<file path="src/hdl/bhs_pkg.sv">
// Shared types, constants and helper functions for the Braille haptic sequencer.
// Holds the phase codes, the six-dot letter table and the zero-length phase search.
// No dependencies.
package bhs_pkg;

  // Playback phase codes.
  localparam logic [2:0] PH_IDLE    = 3'd0;
  localparam logic [2:0] PH_STAGGER = 3'd1;
  localparam logic [2:0] PH_BUZZ    = 3'd2;
  localparam logic [2:0] PH_BEATGAP = 3'd3;
  localparam logic [2:0] PH_LETTGAP = 3'd4;
  localparam logic [2:0] PH_WORDGAP = 3'd5;

  // Where a row is entered: at its start, at its buzz, or after its buzz.
  localparam logic [1:0] AT_ROW  = 2'd0;
  localparam logic [1:0] AT_BUZZ = 2'd1;
  localparam logic [1:0] AT_GAP  = 2'd2;

  // Configuration register indexes.
  localparam int          CFG_IDX_W         = 3;
  localparam logic [2:0]  CFG_BUZZ          = 3'd0;
  localparam logic [2:0]  CFG_BEAT_GAP      = 3'd1;
  localparam logic [2:0]  CFG_LETTER_GAP    = 3'd2;
  localparam logic [2:0]  CFG_WORD_GAP      = 3'd3;
  localparam logic [2:0]  CFG_STAGGER       = 3'd4;

  // Register values after reset.
  localparam logic [15:0] BUZZ_RST          = 16'd400;
  localparam logic [15:0] BEAT_GAP_RST      = 16'd300;
  localparam logic [15:0] LETTER_GAP_RST    = 16'd800;
  localparam logic [15:0] WORD_GAP_RST      = 16'd1500;
  localparam logic [15:0] STAGGER_RST       = 16'd100;

  // Character codes.
  localparam logic [7:0] CHAR_UPPER_A = 8'h41;
  localparam logic [7:0] CHAR_UPPER_Z = 8'h5A;
  localparam logic [7:0] CHAR_LOWER_A = 8'h61;
  localparam logic [7:0] CHAR_LOWER_Z = 8'h7A;
  localparam logic [7:0] CHAR_SPACE   = 8'h20;
  localparam logic [7:0] CASE_OFFSET  = 8'h20;

  typedef struct packed {
    logic [15:0] buzz_ms;
    logic [15:0] beat_gap_ms;
    logic [15:0] letter_gap_ms;
    logic [15:0] word_gap_ms;
    logic [15:0] stagger_ms;
  } cfg_t;

  // Flags telling which phases have a nonzero length.
  typedef struct packed {
    logic stagger;
    logic buzz;
    logic beat_gap;
    logic letter_gap;
    logic word_gap;
  } nz_t;

  typedef struct packed {
    logic [2:0]  phase;
    logic [1:0]  row;
    logic [5:0]  dots;
    logic [15:0] rem;
  } play_t;

  typedef struct packed {
    logic [2:0] phase;
    logic [1:0] row;
  } entry_t;

  // Payload of the character channel.
  typedef struct packed {
    logic       char_valid;
    logic [7:0] char_code;
  } char_t;

  // Payload of the motor channel.
  typedef struct packed {
    logic motor_left;
    logic motor_right;
    logic busy_res;
    logic char_taken;
  } motor_t;

  // Six-dot Braille pattern of a lowercase letter; bit k is dot k+1.
  function automatic logic [5:0] letter_dots(input logic [4:0] idx);
    case (idx)
      5'd0:    return 6'h01;
      5'd1:    return 6'h03;
      5'd2:    return 6'h09;
      5'd3:    return 6'h19;
      5'd4:    return 6'h11;
      5'd5:    return 6'h0B;
      5'd6:    return 6'h1B;
      5'd7:    return 6'h13;
      5'd8:    return 6'h0A;
      5'd9:    return 6'h1A;
      5'd10:   return 6'h05;
      5'd11:   return 6'h07;
      5'd12:   return 6'h0D;
      5'd13:   return 6'h1D;
      5'd14:   return 6'h15;
      5'd15:   return 6'h0F;
      5'd16:   return 6'h1F;
      5'd17:   return 6'h17;
      5'd18:   return 6'h0E;
      5'd19:   return 6'h1E;
      5'd20:   return 6'h25;
      5'd21:   return 6'h27;
      5'd22:   return 6'h3A;
      5'd23:   return 6'h2D;
      5'd24:   return 6'h3D;
      5'd25:   return 6'h35;
      default: return 6'h00;
    endcase
  endfunction

  // Left column dot of a row; the unused fourth row reads dot four.
  function automatic logic row_left(input logic [5:0] dots, input logic [1:0] row);
    case (row)
      2'd0:    return dots[0];
      2'd1:    return dots[1];
      2'd2:    return dots[2];
      default: return dots[3];
    endcase
  endfunction

  // Right column dot of a row; the unused fourth row has none.
  function automatic logic row_right(input logic [5:0] dots, input logic [1:0] row);
    case (row)
      2'd0:    return dots[3];
      2'd1:    return dots[4];
      2'd2:    return dots[5];
      default: return 1'b0;
    endcase
  endfunction

  // Loaded length of a phase.
  function automatic logic [15:0] phase_len(input logic [2:0] phase, input cfg_t cfg);
    case (phase)
      PH_STAGGER: return cfg.stagger_ms;
      PH_BUZZ:    return cfg.buzz_ms;
      PH_BEATGAP: return cfg.beat_gap_ms;
      PH_LETTGAP: return cfg.letter_gap_ms;
      PH_WORDGAP: return cfg.word_gap_ms;
      default:    return 16'd0;
    endcase
  endfunction

  // Find the first phase of nonzero length from a point inside a letter.
  // Rows are walked from start_row to the third row; the third row, when it has no lead
  // or buzz to play, ends the search at the letter gap, or at idle when that gap is zero.
  function automatic entry_t find_entry(input logic [1:0] start_row,
                                        input logic [1:0] start_at,
                                        input logic [5:0] dots,
                                        input nz_t        nz);
    entry_t     res;
    logic       found;
    logic [1:0] st;
    logic [1:0] kk;
    res.phase = PH_IDLE;
    res.row   = start_row;
    found     = 1'b0;
    for (int k = 0; k < 3; k++) begin
      kk = 2'(k);
      st = (kk == start_row) ? start_at : AT_ROW;
      if (!found && kk >= start_row) begin
        if (st == AT_ROW && row_left(dots, kk) && row_right(dots, kk) && nz.stagger) begin
          res.phase = PH_STAGGER;
          res.row   = kk;
          found     = 1'b1;
        end else if (st != AT_GAP && nz.buzz) begin
          res.phase = PH_BUZZ;
          res.row   = kk;
          found     = 1'b1;
        end else if (kk == 2'd2) begin
          res.phase = nz.letter_gap ? PH_LETTGAP : PH_IDLE;
          res.row   = kk;
          found     = 1'b1;
        end else if (nz.beat_gap) begin
          res.phase = PH_BEATGAP;
          res.row   = kk;
          found     = 1'b1;
        end
      end
    end
    return res;
  endfunction

endpackage

</file>
<file path="src/hdl/bhs_stream_if.sv">
// Valid/ready stream interface used by both channels of the sequencer.
// The payload type is set per instance; no dependencies.
interface bhs_stream_if #(parameter type payload_t = logic);
  logic     valid;
  logic     ready;
  payload_t data;

  modport source (output valid, output data, input ready);
  modport sink   (input valid, input data, output ready);
endinterface

</file>
<file path="src/hdl/bhs_step.sv">
// Next-state and result logic for one millisecond tick of the sequencer.
// Depends on bhs_pkg for the phase codes, the letter table and the phase search.
module bhs_step (
  input  bhs_pkg::cfg_t   cfg,
  input  bhs_pkg::play_t  cur,
  input  logic            char_valid,
  input  logic [7:0]      char_code,
  output bhs_pkg::play_t  nxt,
  output bhs_pkg::motor_t res
);
  import bhs_pkg::*;

  nz_t        nz;
  logic       upper;
  logic [7:0] lc;
  logic       is_letter;
  logic [4:0] letter_idx;
  logic [5:0] new_dots;
  entry_t     start_ent;
  entry_t     end_ent;
  logic       taken;
  play_t      mid;
  logic [15:0] dec;

  // Phases that take time.
  always_comb begin
    nz.stagger    = cfg.stagger_ms != 16'd0;
    nz.buzz       = cfg.buzz_ms != 16'd0;
    nz.beat_gap   = cfg.beat_gap_ms != 16'd0;
    nz.letter_gap = cfg.letter_gap_ms != 16'd0;
    nz.word_gap   = cfg.word_gap_ms != 16'd0;
  end

  // Fold case and look the letter up.
  always_comb begin
    upper      = (char_code >= CHAR_UPPER_A) && (char_code <= CHAR_UPPER_Z);
    lc         = upper ? char_code + CASE_OFFSET : char_code;
    is_letter  = (lc >= CHAR_LOWER_A) && (lc <= CHAR_LOWER_Z);
    letter_idx = 5'(lc - CHAR_LOWER_A);
    new_dots   = letter_dots(letter_idx);
    start_ent  = find_entry(2'd0, AT_ROW, new_dots, nz);
  end

  // Take a character when idle; the same tick then plays its first millisecond.
  always_comb begin
    taken = (cur.phase == PH_IDLE) && char_valid;
    mid   = cur;
    if (taken) begin
      if (is_letter) begin
        mid.dots  = new_dots;
        mid.phase = start_ent.phase;
        mid.row   = start_ent.row;
        mid.rem   = phase_len(start_ent.phase, cfg);
      end else if (lc == CHAR_SPACE) begin
        mid.phase = nz.word_gap ? PH_WORDGAP : PH_IDLE;
        mid.rem   = cfg.word_gap_ms;
      end
    end
  end

  // Play one millisecond and move on when the phase runs out.
  always_comb begin
    nxt             = mid;
    res.motor_left  = 1'b0;
    res.motor_right = 1'b0;
    res.char_taken  = taken;
    dec             = 16'd0;
    end_ent.phase   = PH_IDLE;
    end_ent.row     = mid.row;
    if (mid.phase != PH_IDLE) begin
      res.motor_left  = (mid.phase == PH_STAGGER) ||
                        ((mid.phase == PH_BUZZ) && row_left(mid.dots, mid.row));
      res.motor_right = (mid.phase == PH_BUZZ) && row_right(mid.dots, mid.row);
      dec             = (mid.rem != 16'd0) ? mid.rem - 16'd1 : 16'd0;
      nxt.rem         = dec;
      if (dec == 16'd0) begin
        case (mid.phase)
          PH_STAGGER: end_ent = find_entry(mid.row, AT_BUZZ, mid.dots, nz);
          PH_BUZZ:    end_ent = find_entry(mid.row, AT_GAP, mid.dots, nz);
          PH_BEATGAP: end_ent = find_entry(mid.row + 2'd1, AT_ROW, mid.dots, nz);
          default: begin
            end_ent.phase = PH_IDLE;
            end_ent.row   = mid.row;
          end
        endcase
        nxt.phase = end_ent.phase;
        nxt.row   = end_ent.row;
        nxt.rem   = phase_len(end_ent.phase, cfg);
      end
    end
    res.busy_res = nxt.phase != PH_IDLE;
  end

endmodule

</file>
<file path="src/hdl/braille_haptic_sequencer.sv">
// Braille haptic sequencer top level: configuration registers, playback state
// and the registered motor result. Depends on bhs_pkg, bhs_stream_if and bhs_step.
// An accepted tick's result is registered in the output register. Throughput: one tick
// transaction per cycle unless motors stall; the output register frees in the cycle it drains.
// The playback state and the output register bound the rate; the step logic is single pass.
// Reset: registers return to their default lengths, playback goes idle, no result is held.
module braille_haptic_sequencer (
  input  logic                  clk,
  input  logic                  rst,
  bhs_stream_if.sink            chars,
  bhs_stream_if.source          motors,
  input  logic                  cfg_we,
  input  logic [2:0]            cfg_index,
  input  logic [15:0]           cfg_data
);
  import bhs_pkg::*;

  cfg_t   cfg;
  play_t  state;
  play_t  state_next;
  motor_t step_res;
  motor_t result;
  logic   out_valid;
  logic   in_fire;
  char_t  char_item;

  assign char_item   = chars.data;
  assign chars.ready = !out_valid || motors.ready;
  assign in_fire     = chars.valid && chars.ready;

  assign motors.valid = out_valid;
  assign motors.data  = result;

  bhs_step u_step (
    .cfg        (cfg),
    .cur        (state),
    .char_valid (char_item.char_valid),
    .char_code  (char_item.char_code),
    .nxt        (state_next),
    .res        (step_res)
  );

  // Configuration writes; an unknown index is ignored.
  always_ff @(posedge clk) begin
    if (rst) begin
      cfg.buzz_ms       <= BUZZ_RST;
      cfg.beat_gap_ms   <= BEAT_GAP_RST;
      cfg.letter_gap_ms <= LETTER_GAP_RST;
      cfg.word_gap_ms   <= WORD_GAP_RST;
      cfg.stagger_ms    <= STAGGER_RST;
    end else if (cfg_we) begin
      case (cfg_index)
        CFG_BUZZ:       cfg.buzz_ms       <= cfg_data;
        CFG_BEAT_GAP:   cfg.beat_gap_ms   <= cfg_data;
        CFG_LETTER_GAP: cfg.letter_gap_ms <= cfg_data;
        CFG_WORD_GAP:   cfg.word_gap_ms   <= cfg_data;
        CFG_STAGGER:    cfg.stagger_ms    <= cfg_data;
        default: ;
      endcase
    end
  end

  // Playback state advances once per accepted tick.
  always_ff @(posedge clk) begin
    if (rst) begin
      state <= '0;
    end else if (in_fire) begin
      state <= state_next;
    end
  end

  // Output register valid flag.
  always_ff @(posedge clk) begin
    if (rst) begin
      out_valid <= 1'b0;
    end else if (in_fire) begin
      out_valid <= 1'b1;
    end else if (motors.ready) begin
      out_valid <= 1'b0;
    end
  end

  // Output payload.
  always_ff @(posedge clk) begin
    if (in_fire) begin
      result <= step_res;
    end
  end

  // A running phase always has time left on it.
  a_rem_nonzero: assert property (@(posedge clk) disable iff (rst)
    state.phase != PH_IDLE |-> state.rem != 16'd0)
    else $error("active phase with zero time remaining");

  // The stagger lead only runs on rows that fire both motors.
  a_stagger_both: assert property (@(posedge clk) disable iff (rst)
    state.phase == PH_STAGGER |->
      row_left(state.dots, state.row) && row_right(state.dots, state.row))
    else $error("stagger phase on a row without both dots");

  // A beat gap never follows the third row.
  a_beatgap_row: assert property (@(posedge clk) disable iff (rst)
    state.phase == PH_BEATGAP |-> state.row < 2'd2)
    else $error("beat gap after the last row");

  // A character is never taken while playback is running.
  a_no_take_busy: assert property (@(posedge clk) disable iff (rst)
    in_fire && state.phase != PH_IDLE |=> !result.char_taken)
    else $error("character taken while busy");

endmodule

</file>
<file path="src/flat_wrapper.sv">
// flat-port wrapper written by rule: the top's interface ports become plain ports
module braille_haptic_sequencer_flat import bhs_pkg::*;
  (clk, rst, cfg_we, cfg_index, cfg_data, chars_valid, chars_data, chars_ready, motors_valid, motors_data, motors_ready);
  bhs_stream_if #(.payload_t(char_t)) chars_i ();
  bhs_stream_if #(.payload_t(motor_t)) motors_i ();
  input  logic clk;
  input  logic rst;
  input  logic cfg_we;
  input  logic [2:0] cfg_index;
  input  logic [15:0] cfg_data;
  input wire logic [$bits(chars_i.valid)-1:0] chars_valid;
  input wire logic [$bits(chars_i.data)-1:0] chars_data;
  output wire logic [$bits(chars_i.ready)-1:0] chars_ready;
  output wire logic [$bits(motors_i.valid)-1:0] motors_valid;
  output wire logic [$bits(motors_i.data)-1:0] motors_data;
  input wire logic [$bits(motors_i.ready)-1:0] motors_ready;
  assign chars_i.valid = chars_valid;
  assign chars_i.data = chars_data;
  assign chars_ready = chars_i.ready;
  assign motors_valid = motors_i.valid;
  assign motors_data = motors_i.data;
  assign motors_i.ready = motors_ready;
  braille_haptic_sequencer u_core (.clk(clk), .rst(rst), .chars(chars_i), .motors(motors_i), .cfg_we(cfg_we), .cfg_index(cfg_index), .cfg_data(cfg_data));
endmodule
</file>
<file path="config.mk">
export PLATFORM = sky130hd
export DESIGN_NAME = braille_haptic_sequencer_flat
export DESIGN_NICKNAME = d
export VERILOG_FILES = /design/src/hdl/bhs_pkg.sv /design/src/hdl/bhs_stream_if.sv /design/src/hdl/bhs_step.sv /design/src/hdl/braille_haptic_sequencer.sv /design/src/flat_wrapper.sv
export SDC_FILE = /design/constraint.sdc
export NUM_CORES = 1
export LEC_CHECK = 0
export ABC_AREA = 1
export BUFFER_PORTS_ARGS = -buffer_cell sky130_fd_sc_hd__buf_2
export CAP_MARGIN = 10
export CORE_MARGIN = 8
export CORE_UTILIZATION = 57
export CTS_CLUSTER_DIAMETER = 120
export DETAILED_ROUTE_END_ITERATION = 12
export PLACE_DENSITY = 0.78
export SETUP_SLACK_MARGIN = 0.2
export SLEW_MARGIN = 20
export SYNTH_ARGS = -nofsm -noshare
export SYNTH_HDL_FRONTEND = slang
export SYNTH_SLANG_ARGS = --single-unit
</file>
<file path="constraint.sdc">
create_clock -name clk -period 4.65 [get_ports clk]
set_clock_uncertainty 0.15 [all_clocks]
set_input_delay 0.93 -clock clk [delete_from_list [all_inputs] [get_ports clk]]
set_output_delay 0.93 -clock clk [all_outputs]
set_load 0.01 [all_outputs]
</file>
==> impl_metrics.csv <==
group,metric,value,unit
outcome,status,"complete, but fails checks",
yosys,yosysUniqueCellTypes,49,
power_and_ir_drop,p_sw,1.38,mW
power_and_ir_drop,swShare,39.8,%
final_layout,nNetsFinal,1728,
yosys,synth_seq_cells,112,
yosys,synth_area,8730,sq um
clock_network,clk_latency,0.36,ns
critical_path,crit_path_max_incr_delay,0.26,ns
final_layout,multi_input_area,6380,sq um
timing,rsz0062_at_grt,"yes",
placed_design,pre_cts_slack,-0.459,ns
final_layout,ff_latch_area,2280,sq um
clock_network,cts_tree,"built",
floorplanning,die_area,19500,sq um
drt,topRoutingLayerUsed,"met4",
final_layout,fillers,1022,
clock_network,clockBufferDepth,2,
min_path,min_path_type,"flop to flop",
drt,drtAntennaViolNets,0,
outcome,violations,"negative setup slack",
global_routing,antenna_found_initial,0,
drt,dr.pass1.iters,6,
drt,drt-wirelength-per-cell,19.6,microns
timing,hold_viol,0,
floorplanning,initial_core_util,57.9,%
critical_path,crit_required,4.79,ns
critical_path,cp_slowest_cell,"nor2_1",
critical_path,cp-start-kind,"primary input",
final_layout,fin_util,79.6,%
timing,fin_crit_sh,114,%
timing,slew_headroom,51.7,%
critical_path,cp_max_fo,7,
critical_path,crit_arrival,5.42,ns
power_and_ir_drop,power_frac_seq,30.8,%
placed_design,dp.cells,1795,
clock_network,clock-root-buffer,"clkbuf_16",
global_routing,grt_usage,31.4,%
global_routing,first_global_vias,9805,
power_and_ir_drop,pwr-share-comb,44.6,%
floorplanning,die-width,140,microns
critical_path,critical_path_class,"primary input to flop",
clock_network,clock_sinks,112,
power_and_ir_drop,power_density,289,nW/um^2
floorplanning,io-pin-count,39,
yosys,ys_seq_area_share,26.1,%
global_routing,grt_max_degree,81,
clock_network,hold_buffers,0,
drt,drt-vias-per-instance,6.20,
final_layout,drive_above_1_share,32.2,%
clock_network,clk_transition_reported_paths,0.09,ns
run,max_cap_viol_count,0,
final_layout,layout_commonest_cell,"nand2_1",
placed_design,io_buffers,38,
placed_design,place_congestion,0.976,
drt,wl_met3,4800,microns
floorplanning,rows,45,
floorplanning,die_height,140,microns
yosys,synthCells,1467,
drt,vias,11600,
drt,dr_wl_met2,15800,microns
global_routing,grt_pass1_wl,50400,microns
timing,period_minus_slack,5.28,ns
final_layout,n_antenna_cell,0,
critical_path,cpMostUsedCell,"nand2_1",
yosys,syn_nets,1514,
power_and_ir_drop,power,3.47,mW
drt,route.detailed.drc,0,
critical_path,cp-end-kind,"flop",
final_layout,final_cells,1874,
drt,wirelength,36700,microns
power_and_ir_drop,intPower,2.09,mW
drt,m1WireLength,13400,microns
timing,tightest_slew,0.721,ns
floorplanning,fp.coreArea,15100,sq um
yosys,avgSynthCellArea,5.95,sq um
timing,fmax,189,MHz
final_layout,final_cell_mix,"359 x nand2_1, 185 x buf_4, 179 x nor2_1",
drt,drt_iter0_drc,1847,
power_and_ir_drop,worst_ir_drop_vdd,0.000254,V
critical_path,timing.reg2reg.setup_slack,-0.34,ns
yosys,yosysWarnings,0,
clock_network,htree_levels,3,
timing,slew_violations,0,
timing,hold_slack,0.343,ns
timing,setup_viol,22,
final_layout,syn_to_final_growth,37.6,%
clock_network,cts_made_buffers,9,
placed_design,dp_hpwl,22900,microns
global_routing,gr-total-overflow,0,
power_and_ir_drop,p_leak,5.92,nW
power_and_ir_drop,pwr-share-clk,24.6,%
timing,fin_ws,-0.633,ns
## through the flow
stage | TNS [ns] | area, sq um
after global placement | -6.97 | 10300
after CTS | 0 | 11200
after global routing | -13.15 | 12000
after floorplan | 0 | 8920
after detailed placement | -8.82 | 10300
final | -10.03 | 12000
## repair_timing
item / in CTS / in global routing
resized for setup: 85 / 129
buffers inserted: 28 / 29
pin swaps: 51 / 93
endpoints found under the setup margin: 22 / 22
gates cloned: 3 / 3
endpoints found under the hold margin: 0 / 0
## cell families (layout without fill, tap and decap cells)
group                      count (synthesis)  after routing  synth area share (%)
buffers and inverters                    206            425                  9.93
and+or+nand+nor                          908            908                  47.4
AOI/OAI and AO/OA                        225            225                  14.3
adders and majority gates                 14             14                  2.01
DFF                                      112            112                  26.1
xor gates and xnor gates                   2              2                 0.201
## state kept, by name (all words and copies together) (netlist names)
signal,count
u_core.state,27
u_core.motors.valid,1
u_core.motors.data,4
u_core.cfg,80
## final timing paths
check	from	to	depth (start not counted)
worst max-delay path	chars_data[0]	u_core.state[0]	35
worst min-delay path	u_core.cfg[21]	u_core.cfg[21]	2
worst max register to register	u_core.cfg[12]	u_core.state[0]	26
worst min register to register	u_core.cfg[21]	u_core.cfg[21]	2
## final cells by class
cell class | count | share of cell area (%)
flip-flops and latches | 112 | 19.0
clock inverters | 7 | 0.875
well taps | 188 | 1.96
multi-input cells | 1149 | 53.1
clock buffers | 9 | 1.87
repair buffers | 263 | 18.4
inverters | 146 | 4.77
## worst max-delay path, delay by kind of cell
kind                     cells  cell delay [ns]
adder cells (fa/ha/maj)      1             0.24
AND/OR/NAND/NOR             24             2.92
AO/OA/AOI/OAI                2             0.32
buffers and inverters        8             0.99
## power groups by stage
stage | logic, mW | registers [mW] | clock network [mW]
floorplan | 0.720 | 1.07 | 0
global placement | 1.11 | 1.08 | 0
detailed placement | 1.13 | 1.08 | 0
CTS | 1.24 | 1.06 | 0.847
global route | 1.63 | 1.07 | 0.895
finish | 1.55 | 1.07 | 0.855
## synthesized netlist by cell type (all sizes together)
library cell  number  area share (%)
a211oi             1           0.086
a21oi             79             4.9
a22o               1            0.10
a311oi             2            0.20
a31oi              2            0.14
and2               1           0.072
buf               26             2.1
clkbuf            34             1.5
clkinv             6            0.27
dfxtp            108              25
edfxtp             4             1.4
ha                14             2.0
inv              140             6.0
nand2            456              21
nand3            154             9.4
nand3b             3            0.26
nand4             49             3.6
nor2             222              11
nor3               8            0.83
nor3b              1           0.086
nor4              11            0.79
o211ai             3            0.32
o21ai            129             7.7
o21bai             6            0.77
o22ai              1           0.072
o31ai              1           0.086
or2                3            0.22
xnor2              1            0.10
xor2               1            0.10
## metal layers
layer | vias to the layer above | global-route usage (%)
li1 | 5203 | -
met1 | 5136 | 41.5
met2 | 998 | 48.4
met3 | 277 | 6.26
met4 | 0 | 14.3
met5 | - | 0
Power figures use the tool's default switching activity.
